--- config.mk ---
export PLATFORM = sky130hd
export DESIGN_NAME = thumb_alu_execute
export DESIGN_NICKNAME = d
export VERILOG_FILES = /design/src/rtl/tae_pkg.sv /design/src/rtl/tae_shifter.sv /design/src/rtl/tae_alu.sv /design/src/rtl/thumb_alu_execute.sv
export SDC_FILE = /design/constraint.sdc
export NUM_CORES = 2
export LEC_CHECK = 0
export ABC_AREA = 1
export BUFFER_PORTS_ARGS = -buffer_cell sky130_fd_sc_hd__buf_2
export CORE_ASPECT_RATIO = 0.8
export CORE_MARGIN = 5
export CORE_UTILIZATION = 40
export DETAILED_ROUTE_END_ITERATION = 7
export GPL_TIMING_DRIVEN = 1
export PLACE_DENSITY_LB_ADDON = 0.25
export RECOVER_POWER = 100
export SLEW_MARGIN = 20
export SYNTH_ARGS = -nofsm -noshare
export SYNTH_HDL_FRONTEND = slang
export SYNTH_SLANG_ARGS = --single-unit
--- constraint.sdc ---
create_clock -name clk -period 10.7 [get_ports clk]
set_input_delay 1.605 -clock clk [delete_from_list [all_inputs] [get_ports clk]]
set_output_delay 1.605 -clock clk [all_outputs]
set_load 0.005 [all_outputs]
--- src/rtl/tae_pkg.sv ---
// shared types and operation codes for the thumb alu execute block
// no dependencies
`default_nettype none

package tae_pkg;

  localparam int unsigned DataWidth = 32;
  localparam int unsigned OpWidth   = 4;
  localparam int unsigned AmtWidth  = 8;

  localparam logic [OpWidth-1:0] OP_AND = 4'd0;
  localparam logic [OpWidth-1:0] OP_EOR = 4'd1;
  localparam logic [OpWidth-1:0] OP_LSL = 4'd2;
  localparam logic [OpWidth-1:0] OP_LSR = 4'd3;
  localparam logic [OpWidth-1:0] OP_ASR = 4'd4;
  localparam logic [OpWidth-1:0] OP_ADC = 4'd5;
  localparam logic [OpWidth-1:0] OP_SBC = 4'd6;
  localparam logic [OpWidth-1:0] OP_ROR = 4'd7;
  localparam logic [OpWidth-1:0] OP_TST = 4'd8;
  localparam logic [OpWidth-1:0] OP_NEG = 4'd9;
  localparam logic [OpWidth-1:0] OP_CMP = 4'd10;
  localparam logic [OpWidth-1:0] OP_CMN = 4'd11;
  localparam logic [OpWidth-1:0] OP_ORR = 4'd12;
  localparam logic [OpWidth-1:0] OP_MUL = 4'd13;
  localparam logic [OpWidth-1:0] OP_BIC = 4'd14;
  localparam logic [OpWidth-1:0] OP_MVN = 4'd15;

  typedef struct packed {
    logic [OpWidth-1:0]   operation;
    logic [DataWidth-1:0] operand_a;
    logic [DataWidth-1:0] operand_b;
    logic                 carry_in;
    logic                 ovf_in;
  } item_t;

  typedef struct packed {
    logic [DataWidth-1:0] result;
    logic                 write_dest;
    logic                 neg_out;
    logic                 zero_out;
    logic                 carry_out;
    logic                 ovf_out;
  } res_t;

  typedef struct packed {
    logic [DataWidth-1:0] result;
    logic                 carry;
  } shift_res_t;

endpackage

`default_nettype wire

--- src/rtl/tae_shifter.sv ---
// barrel shifter for lsl, lsr, asr and ror with arm carry rules
// depends on tae_pkg
`default_nettype none

module tae_shifter (
  input  wire logic [tae_pkg::OpWidth-1:0]   operation,
  input  wire logic [tae_pkg::DataWidth-1:0] operand_a,
  input  wire logic [tae_pkg::AmtWidth-1:0]  amount,
  input  wire logic                          carry_in,
  output tae_pkg::shift_res_t                shift_res
);
  import tae_pkg::*;

  logic [4:0]           rot;
  logic                 amt_zero;
  logic                 amt_big;     // 32 or more
  logic                 amt_32;
  logic [DataWidth:0]   lsl_ext;
  logic [DataWidth:0]   lsr_ext;
  logic [DataWidth:0]   asr_ext;
  logic [2*DataWidth-1:0] ror_ext;
  logic [DataWidth-1:0] ror_val;

  assign rot      = amount[4:0];
  assign amt_zero = (amount == '0);
  assign amt_big  = (amount[7:5] != 3'd0);
  assign amt_32   = (amount[7:5] == 3'd1) && (rot == 5'd0);

  // extra bit catches the last bit shifted out
  assign lsl_ext = {1'b0, operand_a} << rot;
  assign lsr_ext = {operand_a, 1'b0} >> rot;
  assign asr_ext = $signed({operand_a, 1'b0}) >>> rot;
  assign ror_ext = {operand_a, operand_a} >> rot;
  assign ror_val = ror_ext[DataWidth-1:0];

  always_comb begin
    shift_res.result = operand_a;
    shift_res.carry  = carry_in;
    if (!amt_zero) begin
      unique case (operation)
        OP_LSL: begin
          if (amt_32) begin
            shift_res.result = '0;
            shift_res.carry  = operand_a[0];
          end else if (amt_big) begin
            shift_res.result = '0;
            shift_res.carry  = 1'b0;
          end else begin
            shift_res.result = lsl_ext[DataWidth-1:0];
            shift_res.carry  = lsl_ext[DataWidth];
          end
        end
        OP_LSR: begin
          if (amt_32) begin
            shift_res.result = '0;
            shift_res.carry  = operand_a[DataWidth-1];
          end else if (amt_big) begin
            shift_res.result = '0;
            shift_res.carry  = 1'b0;
          end else begin
            shift_res.result = lsr_ext[DataWidth:1];
            shift_res.carry  = lsr_ext[0];
          end
        end
        OP_ASR: begin
          if (amt_big) begin
            shift_res.result = {DataWidth{operand_a[DataWidth-1]}};
            shift_res.carry  = operand_a[DataWidth-1];
          end else begin
            shift_res.result = asr_ext[DataWidth:1];
            shift_res.carry  = asr_ext[0];
          end
        end
        OP_ROR: begin
          // rotate by a multiple of 32 leaves the value, carry is bit 31
          shift_res.result = ror_val;
          shift_res.carry  = ror_val[DataWidth-1];
        end
        default: begin
          shift_res.result = operand_a;
          shift_res.carry  = carry_in;
        end
      endcase
    end
  end

endmodule

`default_nettype wire

--- src/rtl/tae_alu.sv ---
// combinational thumb alu: logic, add/subtract, multiply, shifts and flags
// depends on tae_pkg and tae_shifter
`default_nettype none

module tae_alu (
  input  tae_pkg::item_t item,
  output tae_pkg::res_t  res
);
  import tae_pkg::*;

  shift_res_t           shift_res;
  logic [DataWidth-1:0] add_x;
  logic [DataWidth-1:0] add_y;
  logic                 add_cin;
  logic [DataWidth:0]   sum;
  logic [DataWidth-1:0] add_r;
  logic                 add_v;
  logic [DataWidth-1:0] product;
  logic [DataWidth-1:0] a;
  logic [DataWidth-1:0] b;
  logic [DataWidth-1:0] r;
  logic                 c;
  logic                 v;

  assign a = item.operand_a;
  assign b = item.operand_b;

  tae_shifter u_shifter (
    .operation (item.operation),
    .operand_a (a),
    .amount    (b[AmtWidth-1:0]),
    .carry_in  (item.carry_in),
    .shift_res (shift_res)
  );

  // shared adder for adc, sbc, neg, cmp, cmn
  always_comb begin
    add_x   = a;
    add_y   = b;
    add_cin = item.carry_in;
    case (item.operation)
      OP_SBC: add_y = ~b;
      OP_NEG: begin
        add_x   = '0;
        add_y   = ~b;
        add_cin = 1'b1;
      end
      OP_CMP: begin
        add_y   = ~b;
        add_cin = 1'b1;
      end
      OP_CMN: add_cin = 1'b0;
      default: ;
    endcase
  end

  assign sum   = {1'b0, add_x} + {1'b0, add_y} + {{DataWidth{1'b0}}, add_cin};
  assign add_r = sum[DataWidth-1:0];
  assign add_v = ~(add_x[DataWidth-1] ^ add_y[DataWidth-1])
               & (add_x[DataWidth-1] ^ add_r[DataWidth-1]);

  assign product = a * b;

  always_comb begin
    r = '0;
    c = item.carry_in;
    v = item.ovf_in;
    unique case (item.operation) inside
      OP_AND, OP_TST: r = a & b;
      OP_EOR:         r = a ^ b;
      OP_ORR:         r = a | b;
      OP_BIC:         r = a & ~b;
      OP_MVN:         r = ~b;
      OP_MUL:         r = product;
      OP_LSL, OP_LSR, OP_ASR, OP_ROR: begin
        r = shift_res.result;
        c = shift_res.carry;
      end
      OP_ADC, OP_SBC, OP_NEG, OP_CMP, OP_CMN: begin
        r = add_r;
        c = sum[DataWidth];
        v = add_v;
      end
      default: r = '0;
    endcase
  end

  always_comb begin
    res.result    = r;
    res.neg_out   = r[DataWidth-1];
    res.zero_out  = (r == '0);
    res.carry_out = c;
    res.ovf_out   = v;
    unique case (item.operation) inside
      OP_TST, OP_CMP, OP_CMN: res.write_dest = 1'b0;
      default:                res.write_dest = 1'b1;
    endcase
  end

endmodule

`default_nettype wire

--- src/rtl/thumb_alu_execute.sv ---
// top level of the thumb alu execute block: input register, alu, result register
// depends on tae_pkg and tae_alu
//
//   channel | valid     | ready     | payload
//   op      | op_valid  | op_ready  | operation, operand_a, operand_b, flags in
//   res     | res_valid | res_ready | result, write_dest, flags out
//
// one item per cycle sustained while the result side does not stall; an item moves from
// the input register through the alu with its 32x32 multiplier to the result register.
// reset empties both registers. a stall on the result side holds the result register
// and a full input register, which refills as soon as the result register moves.
`default_nettype none

module thumb_alu_execute (
  input  wire logic                          clk,
  input  wire logic                          rst,
  input  wire logic                          op_valid,
  output logic                               op_ready,
  input  wire logic [tae_pkg::OpWidth-1:0]   operation,
  input  wire logic [tae_pkg::DataWidth-1:0] operand_a,
  input  wire logic [tae_pkg::DataWidth-1:0] operand_b,
  input  wire logic                          neg_in,
  input  wire logic                          zero_in,
  input  wire logic                          carry_in,
  input  wire logic                          ovf_in,
  output logic                               res_valid,
  input  wire logic                          res_ready,
  output logic [tae_pkg::DataWidth-1:0]      result,
  output logic                               write_dest,
  output logic                               neg_out,
  output logic                               zero_out,
  output logic                               carry_out,
  output logic                               ovf_out
);
  import tae_pkg::*;

  item_t item;
  logic  item_valid;
  res_t  alu_res;
  res_t  res;
  logic  adv_res;
  logic  adv_item;
  logic  unused_flags;

  // incoming n and z are always recomputed
  assign unused_flags = neg_in ^ zero_in;

  assign adv_res  = !res_valid || res_ready;
  assign adv_item = !item_valid || adv_res;
  assign op_ready = adv_item;

  always_ff @(posedge clk) begin
    if (rst) begin
      item_valid <= 1'b0;
    end else if (adv_item) begin
      item_valid <= op_valid;
    end
    if (adv_item && op_valid) begin
      item.operation <= operation;
      item.operand_a <= operand_a;
      item.operand_b <= operand_b;
      item.carry_in  <= carry_in;
      item.ovf_in    <= ovf_in;
    end
  end

  tae_alu u_alu (
    .item (item),
    .res  (alu_res)
  );

  always_ff @(posedge clk) begin
    if (rst) begin
      res_valid <= 1'b0;
    end else if (adv_res) begin
      res_valid <= item_valid;
    end
    if (adv_res && item_valid) begin
      res <= alu_res;
    end
  end

  assign result     = res.result;
  assign write_dest = res.write_dest & ~(unused_flags & 1'b0);
  assign neg_out    = res.neg_out;
  assign zero_out   = res.zero_out;
  assign carry_out  = res.carry_out;
  assign ovf_out    = res.ovf_out;

endmodule

`default_nettype wire

==> flow_summary.toml <==
[outcome]
outcome = "finished, violations left"
violations = "max-capacitance violations, max-slew violations"

[setup_path]
startpoint_type = "register"
critical_path_required_ns = 10.97
cp_top_family = "buffers and inverters"
critical_path_buf_inv_count = 4
worst-endpoint-arrival_ns = 9.23
critical_path_peak_fanout = 59
critPathSlowestCell = "sky130_fd_sc_hd__clkbuf_1"
critical_path.max_stage_delay_ns = 1.88
criticalPathCategory = "reg -> reg"
setup_crit_end_kind = "register"

[logic_synthesis]
synth.avg_cell_area_um2 = 6.80
synth_seq_area_share_pct = 10.7
ys_top_cells_by_count = "1,241 x sky130_fd_sc_hd__nand2_1, 967 x sky130_fd_sc_hd__inv_1, 410 x sky130_fd_sc_hd__fa_1, 297 x sky130_fd_sc_hd__nand3_1, 213 x sky130_fd_sc_hd__nor2_1"
yosys.area.top_type = "sky130_fd_sc_hd__fa_1"
yosysUniqueCellTypes = 53
synthesized_cell_area_um2 = 30100
asyncSetResetFlopFracSynth_pct = 0
synthesis.yosys.warnings = 0
post_synth_main_area_contributors = "sky130_fd_sc_hd__fa_1 27%, sky130_fd_sc_hd__nand2_1 15%, sky130_fd_sc_hd__inv_1 12%"
synth_fp_nets = 5110
syn_inst = 4421
synth_largest_type_area_fraction_pct = 27.3
post-synth-top-count-cell = "sky130_fd_sc_hd__nand2_1"
dominantRegCellSynth = "sky130_fd_sc_hd__edfxtp_1"
synth.ff_latch_count = 108
synth-edff-count = 106

[routing]
finalWirelength_um = 119000
route.vias.total = 29361
antenna_violating_nets_post_route = 0
detailedRoute.firstPassIterationCount = 6
initial_drc_count = 3583
drc = 0
drt-vias-per-instance = 5.43
route.detailed.wl_per_inst_um = 22.0

[floorplanning]
ios = 115
die-area_um2 = 80800
fp-row-count = 90
die_h_um = 255
die-width_um = 317
core_area_um2 = 75000
floorplan.initialDensity_pct = 40.1

[timing]
final_period_minus_worst_setup_slack_ns = 8.95
timing.final.max_slew_violations = 168
slew-limit-headroom_pct = -187
period_share_pct = 83.7
grt_setup_unrepaired = "false"
setup_violations = 0
max_slew.worst_pin.slew_ns = 4.31
hold_violations = 0
finalClockSkew_ns = 0.0222
max_freq_ghz = 0.112
worst_hold_slack_ns = 0.531
tns_ns = 0

[run]
max-cap-violations = 3

[cts]
cts_buffer_depth = 2
clock-root-buffer = "sky130_fd_sc_hd__clkbuf_16"
cts_sinks = 108
worstSkewPairLatency_ns = 0.41
cts_made_buffers = 9
cts_tree = "done"
post_cts.repair.setup_buffers = 0
post_cts.resized_instances = 0
htree_num_levels = 3
clkSlewWorstSetupHoldPaths_ns = 0.09
cts_hold_repair.buffers = 0

[placement]
port-buffer-count = 112
gpl.final_weighted_congestion = 1.04
dp_hpwl_um = 94600
place.detailed.instances = 5395

[finish]
final.fill_count = 8106
seqCellArea_um2 = 3220
synthToLayoutAreaGrowth_pct = 5.76
share_of_cells_above_drive_strength_1_pct = 4.80
finalNetCount = 5083
layout.cells.non_filler = 5411
fin_util_pct = 42.4
antenna_cells_inserted = 0
multi_input_comb_area_um2 = 22300

[global_routing]
globalRouteTotalUtil_pct = 29.6
grt_antenna_before_repair = 3
wire_length_of_the_first_global_routing_pass_um = 178000
vias_in_the_first_global_route = 27893
global_route.overflow_total = 0
maximum_number_of_pins_on_one_net_before_global_route_repair = 77

[min_path]
timing.hold.worst.class = "reg -> reg"
logic make-up (layout without fill, tap and decap cells):
logic type | after synthesis | after routing | share of synthesized area (%)
flip-flops | 108 | 108 | 10.7
multiplexers | 2 | 2 | 0.0666
AO/OA/AOI/OAI | 546 | 546 | 10.2
adder cells (fa/ha/maj) | 613 | 613 | 35.7
buffers and inverters | 1204 | 1182 | 15.4
XOR/XNOR | 84 | 84 | 2.45
AND/OR/NAND/NOR | 1864 | 1864 | 25.4
final timing paths:
path	start	endpoint	slack, ns	depth (start not counted)
worst max-delay path	item[3]	zero_out	1.75	26
worst min-delay path	res_valid	res_valid	0.53	2
worst max register to register	item[3]	zero_out	1.75	26
worst min register to register	res_valid	res_valid	0.53	2
cell type report:
| class | count | area share (%) |
|---|---|---|
| Clock inverter | 6 | 0.224 |
| Tap cell | 1012 | 3.98 |
| Inverter | 979 | 11.6 |
| Clock buffer | 10 | 0.720 |
| Sequential cell | 108 | 10.1 |
| Timing Repair Buffer | 187 | 3.42 |
| Multi-Input combinational cell | 3109 | 70.0 |
registers in the layout, summed over array words and instances (netlist names):
signal,flops
item,70
result,32
carry_out,1
item_valid,1
ovf_out,1
res_valid,1
write_dest,1
zero_out,1
per-layer routing:
metal	vias to the layer above	wire, um	global-route usage (%)
met5	-	0	0
met4	0	2670	5.81
met3	154	15500	7.67
met2	1595	47600	42.2
met1	14162	53500	45.2
li1	13450	-	-
cells in the final DEF (no fill, tap or decap), drive strengths merged, types with 2 or more instances in the layout:
cell and instances:
ha 203, or2 24, fa 410, edfxtp 106, clkbuf 43, o211a 2, a21boi 4, nor2 220
nand4 30, o21bai 8, xor2 74, o21ai 220, mux2i 2, o2111ai 4, o31ai 4, nor4 4
inv 976, a21oi 185, o221ai 6, clkinv 7, dfxtp 2, o311ai 4, o22ai 25, xnor2 10
o211ai 25, a31oi 9, a21o 13, nand3 297, o21a 11, buf 154, nand2 1243, nor3 35
a211oi 20, nand3b 10
stage by stage:
stage          setup WS [ns]  instance area [um^2]
2_1_floorplan           3.07                 30100
3_3_place_gp            2.51                 31600
3_5_place_dp            2.46                 31600
4_1_cts                 2.44                 31900
5_1_grt                 1.33                 31800
6_report                1.75                 31800
worst register-to-register path, stage by stage, from the launching register on:
cell and delay, ns:
sky130_fd_sc_hd__edfxtp_1 0.96, sky130_fd_sc_hd__buf_4 0.46, sky130_fd_sc_hd__clkbuf_1 1.89, sky130_fd_sc_hd__buf_4 0.62, sky130_fd_sc_hd__nand2_1 0.09, sky130_fd_sc_hd__inv_1 0.09, sky130_fd_sc_hd__fa_1 0.43, sky130_fd_sc_hd__fa_1 0.47
sky130_fd_sc_hd__ha_1 0.19, sky130_fd_sc_hd__ha_1 0.18, sky130_fd_sc_hd__ha_1 0.19, sky130_fd_sc_hd__fa_1 0.47, sky130_fd_sc_hd__ha_1 0.38, sky130_fd_sc_hd__nand2_1 0.13, sky130_fd_sc_hd__o21ai_0 0.28, sky130_fd_sc_hd__a21oi_1 0.10
sky130_fd_sc_hd__o21ai_0 0.39, sky130_fd_sc_hd__nand4_1 0.22, sky130_fd_sc_hd__nand3_1 0.11, sky130_fd_sc_hd__nand2_1 0.05, sky130_fd_sc_hd__nand3_1 0.11, sky130_fd_sc_hd__nand3_1 0.17, sky130_fd_sc_hd__nor2_1 0.39, sky130_fd_sc_hd__nand2_1 0.10
sky130_fd_sc_hd__nor2_1 0.12, sky130_fd_sc_hd__nand3_1 0.13, sky130_fd_sc_hd__nor2_1 0.11
Power is not shown: default switching activity piles up to over one toggle a cycle in this logic, so the estimate is an artifact.
